## config.mk

```make
export PLATFORM = sky130hd
export DESIGN_NAME = task_heartbeat_health_monitor_flat
export DESIGN_NICKNAME = d
export VERILOG_FILES = /design/src/hw/rtl/hhm_pkg.sv /design/src/hw/rtl/hhm_if.sv /design/src/hw/rtl/hhm_beat_store.sv /design/src/hw/rtl/hhm_sec_div.sv /design/src/hw/rtl/hhm_seq.sv /design/src/hw/rtl/task_heartbeat_health_monitor.sv /design/src/flat_wrapper.sv
export SDC_FILE = /design/constraint.sdc
export NUM_CORES = 2
export LEC_CHECK = 0
export ABC_AREA = 1
export BUFFER_PORTS_ARGS = -buffer_cell sky130_fd_sc_hd__buf_4
export CORE_AREA = 5 5 234 327
export DETAILED_ROUTE_END_ITERATION = 8
export DIE_AREA = 0 0 239 332
export PLACE_DENSITY = 0.79
export SLEW_MARGIN = 40
export SYNTH_ARGS = -nofsm -noshare
export SYNTH_HDL_FRONTEND = slang
export SYNTH_SLANG_ARGS = --single-unit
```

## constraint.sdc

```tcl
create_clock -name clk -period 6.77 [get_ports clk]
set_input_delay 0.3385 -clock clk [delete_from_list [all_inputs] [get_ports clk]]
set_output_delay 0.3385 -clock clk [all_outputs]
set_load 0.05 [all_outputs]
```

## src/hw/rtl/hhm_pkg.sv

```systemverilog
// Shared types, widths and codes of the heartbeat health monitor.
package hhm_pkg;

    localparam int unsigned TASKS_DEF   = 9;
    localparam int unsigned TASK_IDX_W  = 4;
    localparam int unsigned TIME_W      = 32;
    localparam int unsigned INTERVAL_W  = 16;
    localparam int unsigned HEAP_W      = 24;
    localparam int unsigned ALARM_W     = 2;
    localparam int unsigned FAULT_W     = 5;
    localparam int unsigned MASK_W      = 9;
    localparam int unsigned UPTIME_W    = 23;
    localparam int unsigned HEALTH_W    = 2;
    localparam int unsigned CFG_IDX_W   = 2;
    localparam int unsigned CFG_DATA_W  = 32;

    // ms -> s: floor(x / 1000) == (x * SEC_MAGIC) >> SEC_SHIFT for any 32-bit x
    localparam int unsigned SEC_SHIFT   = 38;
    localparam int unsigned PROD_W      = 61;
    localparam logic [28:0] SEC_MAGIC   = 29'd274877907;

    // request opcodes
    localparam logic OP_BEAT = 1'b0;
    localparam logic OP_TICK = 1'b1;

    // alarm levels
    localparam logic [ALARM_W-1:0] ALARM_INFO     = 2'd0;
    localparam logic [ALARM_W-1:0] ALARM_WARNING  = 2'd1;
    localparam logic [ALARM_W-1:0] ALARM_CRITICAL = 2'd2;

    // health codes
    localparam logic [HEALTH_W-1:0] HLT_HEALTHY  = 2'd0;
    localparam logic [HEALTH_W-1:0] HLT_WARNING  = 2'd1;
    localparam logic [HEALTH_W-1:0] HLT_DEGRADED = 2'd2;
    localparam logic [HEALTH_W-1:0] HLT_FAILED   = 2'd3;

    // configuration register indexes
    localparam logic [CFG_IDX_W-1:0] CFG_TICK_INTERVAL = 2'd0;
    localparam logic [CFG_IDX_W-1:0] CFG_STALL_THR     = 2'd1;
    localparam logic [CFG_IDX_W-1:0] CFG_DEGRADED_THR  = 2'd2;
    localparam logic [CFG_IDX_W-1:0] CFG_HEAP_FLOOR    = 2'd3;

    typedef struct packed {
        logic [INTERVAL_W-1:0] tick_interval_ms;
        logic [TIME_W-1:0]     stall_threshold_ms;
        logic [TIME_W-1:0]     degraded_threshold_ms;
        logic [HEAP_W-1:0]     heap_floor_bytes;
    } cfg_t;

    localparam cfg_t CFG_RESET = '{
        tick_interval_ms:      16'd1000,
        stall_threshold_ms:    32'd10000,
        degraded_threshold_ms: 32'd30000,
        heap_floor_bytes:      24'd20000
    };

endpackage

```

## src/hw/rtl/hhm_if.sv

```systemverilog
// Channel interfaces: request, result and configuration write.
interface hhm_req_if;
    import hhm_pkg::*;
    logic                  valid;
    logic                  ready;
    logic                  op;
    logic [TASK_IDX_W-1:0] task_index;
    logic [TIME_W-1:0]     now_ms;
    logic [HEAP_W-1:0]     free_heap;
    logic [ALARM_W-1:0]    highest_alarm;
    logic [FAULT_W-1:0]    sensor_fault_mask;
    logic                  boot_repeat;
    logic                  rtc_bad;
    logic                  storage_ok;

    modport source (
        output valid, op, task_index, now_ms, free_heap, highest_alarm,
               sensor_fault_mask, boot_repeat, rtc_bad, storage_ok,
        input  ready
    );
    modport sink (
        input  valid, op, task_index, now_ms, free_heap, highest_alarm,
               sensor_fault_mask, boot_repeat, rtc_bad, storage_ok,
        output ready
    );
endinterface

interface hhm_res_if;
    import hhm_pkg::*;
    logic                valid;
    logic                ready;
    logic [MASK_W-1:0]   stall_mask;
    logic [MASK_W-1:0]   unseen_mask;
    logic                heap_short;
    logic [UPTIME_W-1:0] uptime_seconds;
    logic [HEALTH_W-1:0] health_state;

    modport source (
        output valid, stall_mask, unseen_mask, heap_short, uptime_seconds, health_state,
        input  ready
    );
    modport sink (
        input  valid, stall_mask, unseen_mask, heap_short, uptime_seconds, health_state,
        output ready
    );
endinterface

interface hhm_cfg_if;
    import hhm_pkg::*;
    logic                  valid;
    logic                  ready;
    logic [CFG_IDX_W-1:0]  index;
    logic [CFG_DATA_W-1:0] data;

    modport source (output valid, index, data, input ready);
    modport sink   (input valid, index, data, output ready);
endinterface

```

## src/hw/rtl/hhm_beat_store.sv

```systemverilog
// Beat-time memory (one read port, registered data) and per-task seen flags.
module hhm_beat_store #(
    parameter  int unsigned TASKS = hhm_pkg::TASKS_DEF,
    localparam int unsigned IdxW  = (TASKS > 1) ? $clog2(TASKS) : 1
) (
    input  logic                      clk,
    input  logic                      rst_n,
    input  logic                      wr_en,
    input  logic [IdxW-1:0]           wr_addr,
    input  logic [hhm_pkg::TIME_W-1:0] wr_data,
    input  logic                      rd_en,
    input  logic [IdxW-1:0]           rd_addr,
    output logic [hhm_pkg::TIME_W-1:0] rd_data,
    output logic [TASKS-1:0]          seen
);
    import hhm_pkg::*;

    logic [TIME_W-1:0] mem [TASKS];
    logic [TIME_W-1:0] rd_data_reg;
    logic [TASKS-1:0]  seen_reg;

    // unwritten entries are masked by the seen flags, so no clear is needed
    always_ff @(posedge clk)
    begin
        if (wr_en)
        begin
            mem[wr_addr] <= wr_data;
        end
        if (rd_en)
        begin
            rd_data_reg <= mem[rd_addr];
        end
    end

    always_ff @(posedge clk or negedge rst_n)
    begin
        if (!rst_n)
        begin
            seen_reg <= '0;
        end
        else if (wr_en)
        begin
            seen_reg[wr_addr] <= 1'b1;
        end
    end

    assign rd_data = rd_data_reg;
    assign seen    = seen_reg;

endmodule

```

## src/hw/rtl/hhm_sec_div.sv

```systemverilog
// Millisecond to second conversion by reciprocal multiply, one register stage.
module hhm_sec_div (
    input  logic                        clk,
    input  logic [hhm_pkg::TIME_W-1:0]   now_ms,
    output logic [hhm_pkg::UPTIME_W-1:0] seconds
);
    import hhm_pkg::*;

    logic [PROD_W-1:0] prod_reg;

    always_ff @(posedge clk)
    begin
        prod_reg <= PROD_W'(now_ms) * PROD_W'(SEC_MAGIC);
    end

    assign seconds = prod_reg[SEC_SHIFT +: UPTIME_W];

endmodule

```

## src/hw/rtl/hhm_seq.sv

```systemverilog
// Request sequencer: beat writes, tick gating, table walk and result register.
module hhm_seq #(
    parameter  int unsigned TASKS = hhm_pkg::TASKS_DEF,
    localparam int unsigned IdxW  = (TASKS > 1) ? $clog2(TASKS) : 1
) (
    input  logic                         clk,
    input  logic                         rst_n,
    input  hhm_pkg::cfg_t                cfg_regs,
    hhm_req_if.sink                      req,
    hhm_res_if.source                    res,
    output logic                         wr_en,
    output logic [IdxW-1:0]              wr_addr,
    output logic [hhm_pkg::TIME_W-1:0]   wr_data,
    output logic                         rd_en,
    output logic [IdxW-1:0]              rd_addr,
    input  logic [hhm_pkg::TIME_W-1:0]   rd_data,
    input  logic [TASKS-1:0]             seen,
    output logic [hhm_pkg::TIME_W-1:0]   tick_now,
    input  logic [hhm_pkg::UPTIME_W-1:0] uptime
);
    import hhm_pkg::*;

    localparam logic [1:0] S_IDLE = 2'd0;
    localparam logic [1:0] S_SCAN = 2'd1;
    localparam logic [1:0] S_WAIT = 2'd2;

    logic [1:0]          state_reg, state_next;
    logic [IdxW-1:0]     cnt_reg, cnt_next;
    logic [TIME_W-1:0]   last_tick_reg;

    // tick snapshot
    logic [TIME_W-1:0]   tick_now_reg;
    logic [HEAP_W-1:0]   heap_reg;
    logic [ALARM_W-1:0]  alarm_reg;
    logic [FAULT_W-1:0]  faults_reg;
    logic                boot_reg;
    logic                rtc_reg;
    logic                storage_reg;

    // walk pipeline
    logic                rd_pend_reg;
    logic [IdxW-1:0]     rd_idx_reg;
    logic                age_vld_reg;
    logic [IdxW-1:0]     age_idx_reg;
    logic [TIME_W-1:0]   age_reg;
    logic [TASKS-1:0]    stall_acc_reg, stall_acc_next;
    logic                aged_reg, aged_next;

    // result register
    logic                res_valid_reg, res_valid_next;
    logic [MASK_W-1:0]   stall_out_reg;
    logic [MASK_W-1:0]   unseen_out_reg;
    logic                low_out_reg;
    logic [UPTIME_W-1:0] uptime_out_reg;
    logic [HEALTH_W-1:0] health_out_reg;

    logic                accept;
    logic                tick_go;
    logic                early;
    logic [TIME_W-1:0]   since;
    logic                finish;
    logic                low;
    logic                warn;
    logic                failed;
    logic [HEALTH_W-1:0] health;
    logic [MASK_W+TASKS-1:0] stall_ext;
    logic [MASK_W+TASKS-1:0] unseen_ext;

    assign req.ready = (state_reg == S_IDLE);
    assign accept    = req.valid && req.ready;
    assign since     = req.now_ms - last_tick_reg;
    assign early     = since < TIME_W'(cfg_regs.tick_interval_ms);
    assign tick_go   = accept && (req.op == OP_TICK) && !early;

    // heartbeats are written in the accept cycle; reads only happen while
    // req.ready is low, so the two never meet on the same entry
    assign wr_en   = accept && (req.op == OP_BEAT) && (32'(req.task_index) < TASKS);
    assign wr_addr = req.task_index[IdxW-1:0];
    assign wr_data = req.now_ms;

    assign rd_en   = (state_reg == S_SCAN);
    assign rd_addr = cnt_reg;

    assign tick_now = tick_now_reg;

    assign finish = (state_reg == S_WAIT) && !rd_pend_reg && !age_vld_reg
                    && (!res_valid_reg || res.ready);

    always_comb
    begin
        state_next = state_reg;
        cnt_next   = cnt_reg;
        unique case (state_reg)
            S_IDLE:
            begin
                if (tick_go)
                begin
                    state_next = S_SCAN;
                    cnt_next   = '0;
                end
            end
            S_SCAN:
            begin
                if (cnt_reg == IdxW'(TASKS - 1))
                begin
                    state_next = S_WAIT;
                end
                else
                begin
                    cnt_next = cnt_reg + 1'b1;
                end
            end
            S_WAIT:
            begin
                if (finish)
                begin
                    state_next = S_IDLE;
                end
            end
            default:
            begin
                state_next = S_IDLE;
            end
        endcase
    end

    // age compares; unseen tasks never count
    always_comb
    begin
        stall_acc_next = stall_acc_reg;
        aged_next      = aged_reg;
        if (tick_go)
        begin
            stall_acc_next = '0;
            aged_next      = 1'b0;
        end
        else if (age_vld_reg && seen[age_idx_reg])
        begin
            if (age_reg > cfg_regs.stall_threshold_ms)
            begin
                stall_acc_next[age_idx_reg] = 1'b1;
            end
            if (age_reg > cfg_regs.degraded_threshold_ms)
            begin
                aged_next = 1'b1;
            end
        end
    end

    // health roll-up
    assign low    = heap_reg < cfg_regs.heap_floor_bytes;
    assign warn   = (alarm_reg == ALARM_WARNING) || (|stall_acc_reg) || low;
    assign failed = boot_reg || rtc_reg || !storage_reg || alarm_reg[1];

    always_comb
    begin
        priority if (failed)
        begin
            health = HLT_FAILED;
        end
        else if ((|faults_reg) || aged_reg)
        begin
            health = HLT_DEGRADED;
        end
        else if (warn)
        begin
            health = HLT_WARNING;
        end
        else
        begin
            health = HLT_HEALTHY;
        end
    end

    assign stall_ext  = {{MASK_W{1'b0}}, stall_acc_reg};
    assign unseen_ext = {{MASK_W{1'b0}}, ~seen};

    always_comb
    begin
        res_valid_next = res_valid_reg;
        if (finish)
        begin
            res_valid_next = 1'b1;
        end
        else if (res.ready)
        begin
            res_valid_next = 1'b0;
        end
    end

    always_ff @(posedge clk or negedge rst_n)
    begin
        if (!rst_n)
        begin
            state_reg     <= S_IDLE;
            cnt_reg       <= '0;
            last_tick_reg <= '0;
            rd_pend_reg   <= 1'b0;
            age_vld_reg   <= 1'b0;
            stall_acc_reg <= '0;
            aged_reg      <= 1'b0;
            res_valid_reg <= 1'b0;
        end
        else
        begin
            state_reg     <= state_next;
            cnt_reg       <= cnt_next;
            rd_pend_reg   <= rd_en;
            age_vld_reg   <= rd_pend_reg;
            stall_acc_reg <= stall_acc_next;
            aged_reg      <= aged_next;
            res_valid_reg <= res_valid_next;
            if (tick_go)
            begin
                last_tick_reg <= req.now_ms;
            end
        end
    end

    always_ff @(posedge clk)
    begin
        rd_idx_reg  <= cnt_reg;
        age_idx_reg <= rd_idx_reg;
        age_reg     <= tick_now_reg - rd_data;
        if (tick_go)
        begin
            tick_now_reg <= req.now_ms;
            heap_reg     <= req.free_heap;
            alarm_reg    <= req.highest_alarm;
            faults_reg   <= req.sensor_fault_mask;
            boot_reg     <= req.boot_repeat;
            rtc_reg      <= req.rtc_bad;
            storage_reg  <= req.storage_ok;
        end
        if (finish)
        begin
            stall_out_reg  <= stall_ext[MASK_W-1:0];
            unseen_out_reg <= unseen_ext[MASK_W-1:0];
            low_out_reg    <= low;
            uptime_out_reg <= uptime;
            health_out_reg <= health;
        end
    end

    assign res.valid          = res_valid_reg;
    assign res.stall_mask     = stall_out_reg;
    assign res.unseen_mask    = unseen_out_reg;
    assign res.heap_short     = low_out_reg;
    assign res.uptime_seconds = uptime_out_reg;
    assign res.health_state   = health_out_reg;

endmodule

```

## src/hw/rtl/task_heartbeat_health_monitor.sv

```systemverilog
// Top level of the multi-task heartbeat watchdog with health roll-up.
//
//  channel  dir  payload                                              accepted when
//  -------  ---  ---------------------------------------------------  ------------------
//  cfg      in   index, data (register write)                         cfg.valid & ready
//  req      in   op, task_index, now_ms, heap, alarm, faults, flags   req.valid & ready
//  res      out  stall_mask, unseen_mask, heap_short, uptime, health  res.valid & ready
//
//  Heartbeat requests and ticks dropped by the interval gate leave req.ready high.
//  An accepted tick walks the beat-time table through its single read port, one
//  task a cycle; req.ready stays low until the walk has finished.
//  Reset: asynchronous, active low; clears seen flags, last tick time, walk
//  control and the result valid, and loads the configuration registers with CFG_RESET.
//  The result register frees the walk from the sink: a stalled sink only holds
//  the walk in S_WAIT, and with it the next tick, until the waiting result is taken.
//  cfg.ready is always high; writes to registers are expected while idle.
module task_heartbeat_health_monitor #(
    parameter int unsigned TASKS = hhm_pkg::TASKS_DEF
) (
    input  logic      clk,
    input  logic      rst_n,
    hhm_cfg_if.sink   cfg,
    hhm_req_if.sink   req,
    hhm_res_if.source res
);
    import hhm_pkg::*;

    localparam int unsigned IdxW = (TASKS > 1) ? $clog2(TASKS) : 1;

    cfg_t              cfg_reg;

    // store <-> sequencer
    logic              wr_en;
    logic [IdxW-1:0]   wr_addr;
    logic [TIME_W-1:0] wr_data;
    logic              rd_en;
    logic [IdxW-1:0]   rd_addr;
    logic [TIME_W-1:0] rd_data;
    logic [TASKS-1:0]  seen;

    // uptime path
    logic [TIME_W-1:0]   tick_now;
    logic [UPTIME_W-1:0] uptime;

    // configuration registers; any index maps onto one of the four
    assign cfg.ready = 1'b1;

    always_ff @(posedge clk or negedge rst_n)
    begin
        if (!rst_n)
        begin
            cfg_reg <= CFG_RESET;
        end
        else if (cfg.valid && cfg.ready)
        begin
            unique case (cfg.index)
                CFG_TICK_INTERVAL: cfg_reg.tick_interval_ms      <= cfg.data[INTERVAL_W-1:0];
                CFG_STALL_THR:     cfg_reg.stall_threshold_ms    <= cfg.data[TIME_W-1:0];
                CFG_DEGRADED_THR:  cfg_reg.degraded_threshold_ms <= cfg.data[TIME_W-1:0];
                CFG_HEAP_FLOOR:    cfg_reg.heap_floor_bytes      <= cfg.data[HEAP_W-1:0];
                default:           cfg_reg                       <= cfg_reg;
            endcase
        end
    end

    hhm_beat_store #(
        .TASKS (TASKS)
    ) u_store (
        .clk     (clk),
        .rst_n   (rst_n),
        .wr_en   (wr_en),
        .wr_addr (wr_addr),
        .wr_data (wr_data),
        .rd_en   (rd_en),
        .rd_addr (rd_addr),
        .rd_data (rd_data),
        .seen    (seen)
    );

    // the tick time is held for the whole walk, so the product settles long
    // before the result is loaded
    hhm_sec_div u_sec_div (
        .clk     (clk),
        .now_ms  (tick_now),
        .seconds (uptime)
    );

    hhm_seq #(
        .TASKS (TASKS)
    ) u_seq (
        .clk      (clk),
        .rst_n    (rst_n),
        .cfg_regs (cfg_reg),
        .req      (req),
        .res      (res),
        .wr_en    (wr_en),
        .wr_addr  (wr_addr),
        .wr_data  (wr_data),
        .rd_en    (rd_en),
        .rd_addr  (rd_addr),
        .rd_data  (rd_data),
        .seen     (seen),
        .tick_now (tick_now),
        .uptime   (uptime)
    );

endmodule

```

## src/flat_wrapper.sv

```systemverilog
// flat-port wrapper written by rule: the top's interface ports become plain ports
module task_heartbeat_health_monitor_flat import hhm_pkg::*;
#(
    parameter int unsigned TASKS = hhm_pkg::TASKS_DEF
)
  (clk, rst_n, cfg_valid, cfg_index, cfg_data, cfg_ready, req_valid, req_op, req_task_index, req_now_ms, req_free_heap, req_highest_alarm, req_sensor_fault_mask, req_boot_repeat, req_rtc_bad, req_storage_ok, req_ready, res_valid, res_stall_mask, res_unseen_mask, res_heap_short, res_uptime_seconds, res_health_state, res_ready);
  hhm_cfg_if cfg_i ();
  hhm_req_if req_i ();
  hhm_res_if res_i ();
  input  logic clk;
  input  logic rst_n;
  input wire logic [$bits(cfg_i.valid)-1:0] cfg_valid;
  input wire logic [$bits(cfg_i.index)-1:0] cfg_index;
  input wire logic [$bits(cfg_i.data)-1:0] cfg_data;
  output wire logic [$bits(cfg_i.ready)-1:0] cfg_ready;
  input wire logic [$bits(req_i.valid)-1:0] req_valid;
  input wire logic [$bits(req_i.op)-1:0] req_op;
  input wire logic [$bits(req_i.task_index)-1:0] req_task_index;
  input wire logic [$bits(req_i.now_ms)-1:0] req_now_ms;
  input wire logic [$bits(req_i.free_heap)-1:0] req_free_heap;
  input wire logic [$bits(req_i.highest_alarm)-1:0] req_highest_alarm;
  input wire logic [$bits(req_i.sensor_fault_mask)-1:0] req_sensor_fault_mask;
  input wire logic [$bits(req_i.boot_repeat)-1:0] req_boot_repeat;
  input wire logic [$bits(req_i.rtc_bad)-1:0] req_rtc_bad;
  input wire logic [$bits(req_i.storage_ok)-1:0] req_storage_ok;
  output wire logic [$bits(req_i.ready)-1:0] req_ready;
  output wire logic [$bits(res_i.valid)-1:0] res_valid;
  output wire logic [$bits(res_i.stall_mask)-1:0] res_stall_mask;
  output wire logic [$bits(res_i.unseen_mask)-1:0] res_unseen_mask;
  output wire logic [$bits(res_i.heap_short)-1:0] res_heap_short;
  output wire logic [$bits(res_i.uptime_seconds)-1:0] res_uptime_seconds;
  output wire logic [$bits(res_i.health_state)-1:0] res_health_state;
  input wire logic [$bits(res_i.ready)-1:0] res_ready;
  assign cfg_i.valid = cfg_valid;
  assign cfg_i.index = cfg_index;
  assign cfg_i.data = cfg_data;
  assign cfg_ready = cfg_i.ready;
  assign req_i.valid = req_valid;
  assign req_i.op = req_op;
  assign req_i.task_index = req_task_index;
  assign req_i.now_ms = req_now_ms;
  assign req_i.free_heap = req_free_heap;
  assign req_i.highest_alarm = req_highest_alarm;
  assign req_i.sensor_fault_mask = req_sensor_fault_mask;
  assign req_i.boot_repeat = req_boot_repeat;
  assign req_i.rtc_bad = req_rtc_bad;
  assign req_i.storage_ok = req_storage_ok;
  assign req_ready = req_i.ready;
  assign res_valid = res_i.valid;
  assign res_stall_mask = res_i.stall_mask;
  assign res_unseen_mask = res_i.unseen_mask;
  assign res_heap_short = res_i.heap_short;
  assign res_uptime_seconds = res_i.uptime_seconds;
  assign res_health_state = res_i.health_state;
  assign res_i.ready = res_ready;
  task_heartbeat_health_monitor #(.TASKS(TASKS)) u_core (.clk(clk), .rst_n(rst_n), .cfg(cfg_i), .req(req_i), .res(res_i));
endmodule
```

==> qor.yml <==
dr_total_vias: 33500
clk_pin_slew_worst_paths_ps: 70
drcViolationCount: 0
synth-simple-area-share_pct: 12.2
pin_count: 157
ys_seq_area_share_pct: 40.8
cts_tree: "done"
critPathMaxStageDelay_ps: 550
synth_top_family_by_area: "adder cells"
skew_ps: 30.4
post_drt_via_cell_ratio: 5.65
worstHoldEndpoint: "u_core.cfg_reg[65]"
first_pass_iters: 6
syn_nets: 5575
num_rows: 118
fmax_ghz: 0.150
drv_slew: 0
largest_register_ffs: 288
hold_depth: 3
synth-xor-area-share_pct: 1.37
tightest_slew_ps: 857
ys_warn_count: 0
syn_inst: 4611
hold-worst-slack_ps: 14.2
cts_buffer_depth: 3
synthDistinctLibCells: 53
status: "finished clean"
area_growth_pct: 12.7
crit_fanout: 4
antenna_found_initial: 2
finalHoldViolations: 0
dieArea_um2: 79300
rsz0062_at_grt: "no"
nNetsFinal: 5871
grt_max_degree: 81
synth_mux_area_share_pct: 0
drt_iter0_drc: 2731
maxCapViolations: 0
die_x_um: 239
crit_path_top_delay_cell: "fa_1"
synth_top_flop_cell: "edfxtp_1"
io_buffers: 155
grt_pass1_wl_um: 191000
reg2reg_slack_ps: 90
synthAdderAreaFrac_pct: 28.9
grt.overflow.total: 0
path_buf_inv: 5
critPathRequiredTime_ps: 7290
setup_violations: 0
r2r_start: "u_core.u_seq.tick_now[21]"
ys_seq_elements: 657
crit_type: "reg -> reg"
finalSetupTns_ps: 0
cts_root_buf: "clkbuf_16"
endpoint_kind: "flop"
min_from: "cfg_data[9]"
rr_worst_depth: 21
min_path_type: "in -> reg"
synth_area_um2: 44800
hpwl_um: 96900
worstPathCellList: "buf_4 > ha_1 > fa_1 > fa_1 > inv_1 > fa_1 > inv_1 > fa_1 > fa_1 > fa_1 > inv_1 > fa_1 > inv_1 > ha_1 > a21oi_1 > o21ai_0 > a21oi_1 > o21ai_0 > a221oi_1 > nand2_1 > xor2_1"
synth_top_cell_area_share_pct: 28.8
grt_util_all_layers_pct: 31.4
core_um2: 73400
routabilityCongestion: 1.00
wl_per_cell_um: 21.3
syn_area_per_cell_um2: 9.72
drive_gt1_share_pct: 8.61
fin_crit_sh_pct: 98.6
synth_compound_area_share_pct: 7.76
path_delay_family: "adder cells"
totalWireLength_um: 126000
grt_pass1_vias: 34900
synth_top_area_cell: "edfxtp_1"
die_h_um: 332
synth_common_cells: "inv_1 (979), nand2_1 (828), ha_1 (554)"
h-tree-depth: 2
rr_endpoint: "u_core.u_sec_div.prod_reg[51]"
cts.sinks: 657
slew_headroom_pct: 42.7
clock_latency_ps: 650
min_period_ps: 6680
start_util_pct: 61.1
crit_path_frequent_cell: "fa_1"
async_reset_ff_share_pct: 25.0
synth_edf_count: 430
postLayoutCoreUtil_pct: 68.9
arrival_ps: 7190
synth_area_leaders: "edfxtp_1 (29%), ha_1 (15%), fa_1 (13%)"
numCtsBuffers: 61
yosysMostFrequentCell: "inv_1"
crit_path_start_kind: "flop"
drtAntennaViolNets: 0
==> kinds of logic after synthesis <==
group           after synthesis
simple gates               1345
other cells                   1
compound gates              624
fa+ha+maj                   854
xor+xnor                     70
buf+inv                    1060
flops                       657
==> tightest hold or removal path, stage by stage <==
cell     delay (ps)
buf_4           120
inv_1           100
o21ai_0         100
==> layer usage <==
| layer | up-vias | wire [um] | GRT usage [%] |
|---|---|---|---|
| met3 | 434 | 7370 | 3.13 |
| met5 | - | 13 | 0 |
| met1 | 16100 | 43200 | 35.3 |
| li1 | 15600 | - | - |
| met2 | 1367 | 65900 | 57.0 |
| met4 | 2 | 9400 | 19.1 |
==> how the worst max path moves through the flow <==
stage	slack, ps	to	start	depth (start not counted)
global route	6	u_core.u_sec_div.prod_reg[50]	u_core.u_seq.tick_now[19]	24
finish	90	u_core.u_sec_div.prod_reg[51]	u_core.u_seq.tick_now[21]	21
detailed placement	70	u_core.u_sec_div.prod_reg[50]	u_core.u_seq.tick_now[21]	24
global placement	220	u_core.u_sec_div.prod_reg[50]	u_core.u_seq.tick_now[8]	24
floorplan	570	u_core.u_sec_div.prod_reg[50]	u_core.u_seq.tick_now[20]	26
CTS	40	u_core.u_sec_div.prod_reg[50]	u_core.u_seq.tick_now[21]	24
==> stage by stage <==
step                std cells  instance area [um^2]  worst slack (ps)
finish                   5921                 50500              94.7
global route             5921                 50500              5.83
CTS                      5894                 50200              43.3
detailed placement       5724                 47600              68.7
global placement         5722                 47500               224
floorplan                4611                 44800               570
==> repair_timing <==
item	4_1_cts	5_1_grt
endpoints found under the hold margin	228	0
hold buffers	54	0
endpoints found under the setup margin	0	17
gates resized for setup	0	15
setup buffers	0	26
==> layout by cell type (no fill, tap or decap), types with 6 or more instances in the layout <==
master / synthesis / routed
nor3_1: 29 / 27
nand2_2: 5 / 6
o21ai_0: 278 / 277
dfrtp_1: 141 / 139
nor2_4: 0 / 10
clkbuf_8: 0 / 6
a211oi_1: 8 / 8
nand2_1: 828 / 826
clkbuf_1: 65 / 11
o21bai_1: 7 / 6
clkinv_4: 0 / 6
nor4_1: 11 / 7
o21a_1: 8 / 8
dfxtp_1: 63 / 63
inv_1: 979 / 978
o22ai_1: 17 / 17
xnor2_1: 20 / 20
a21oi_1: 207 / 205
buf_4: 2 / 250
clkbuf_16: 0 / 67
dfstp_2: 23 / 23
fa_1: 300 / 300
nand4_1: 49 / 49
a221oi_1: 16 / 16
a31oi_1: 21 / 21
o221ai_1: 18 / 18
clkinv_2: 0 / 14
ha_1: 554 / 553
dlygate4sd3_1: 0 / 54
xor2_1: 50 / 50
a21o_1: 21 / 21
nor2_1: 270 / 259
nand3_1: 131 / 127
edfxtp_1: 430 / 430
inv_6: 0 / 6
==> final cells by class <==
type / instances / area, um^2
antenna: 1 / 2.50
clock buffer: 85 / 1810
clock inverter: 31 / 299
fill: 5504 / 22900
inverter: 983 / 3690
multi-input combinational: 2894 / 22700
sequential: 657 / 18300
tap: 960 / 1200
timing repair buffer: 310 / 2520
Power is left out: the tool's default activity adds up to more than one toggle a clock period on the data nets, which glitch-free logic cannot reach.
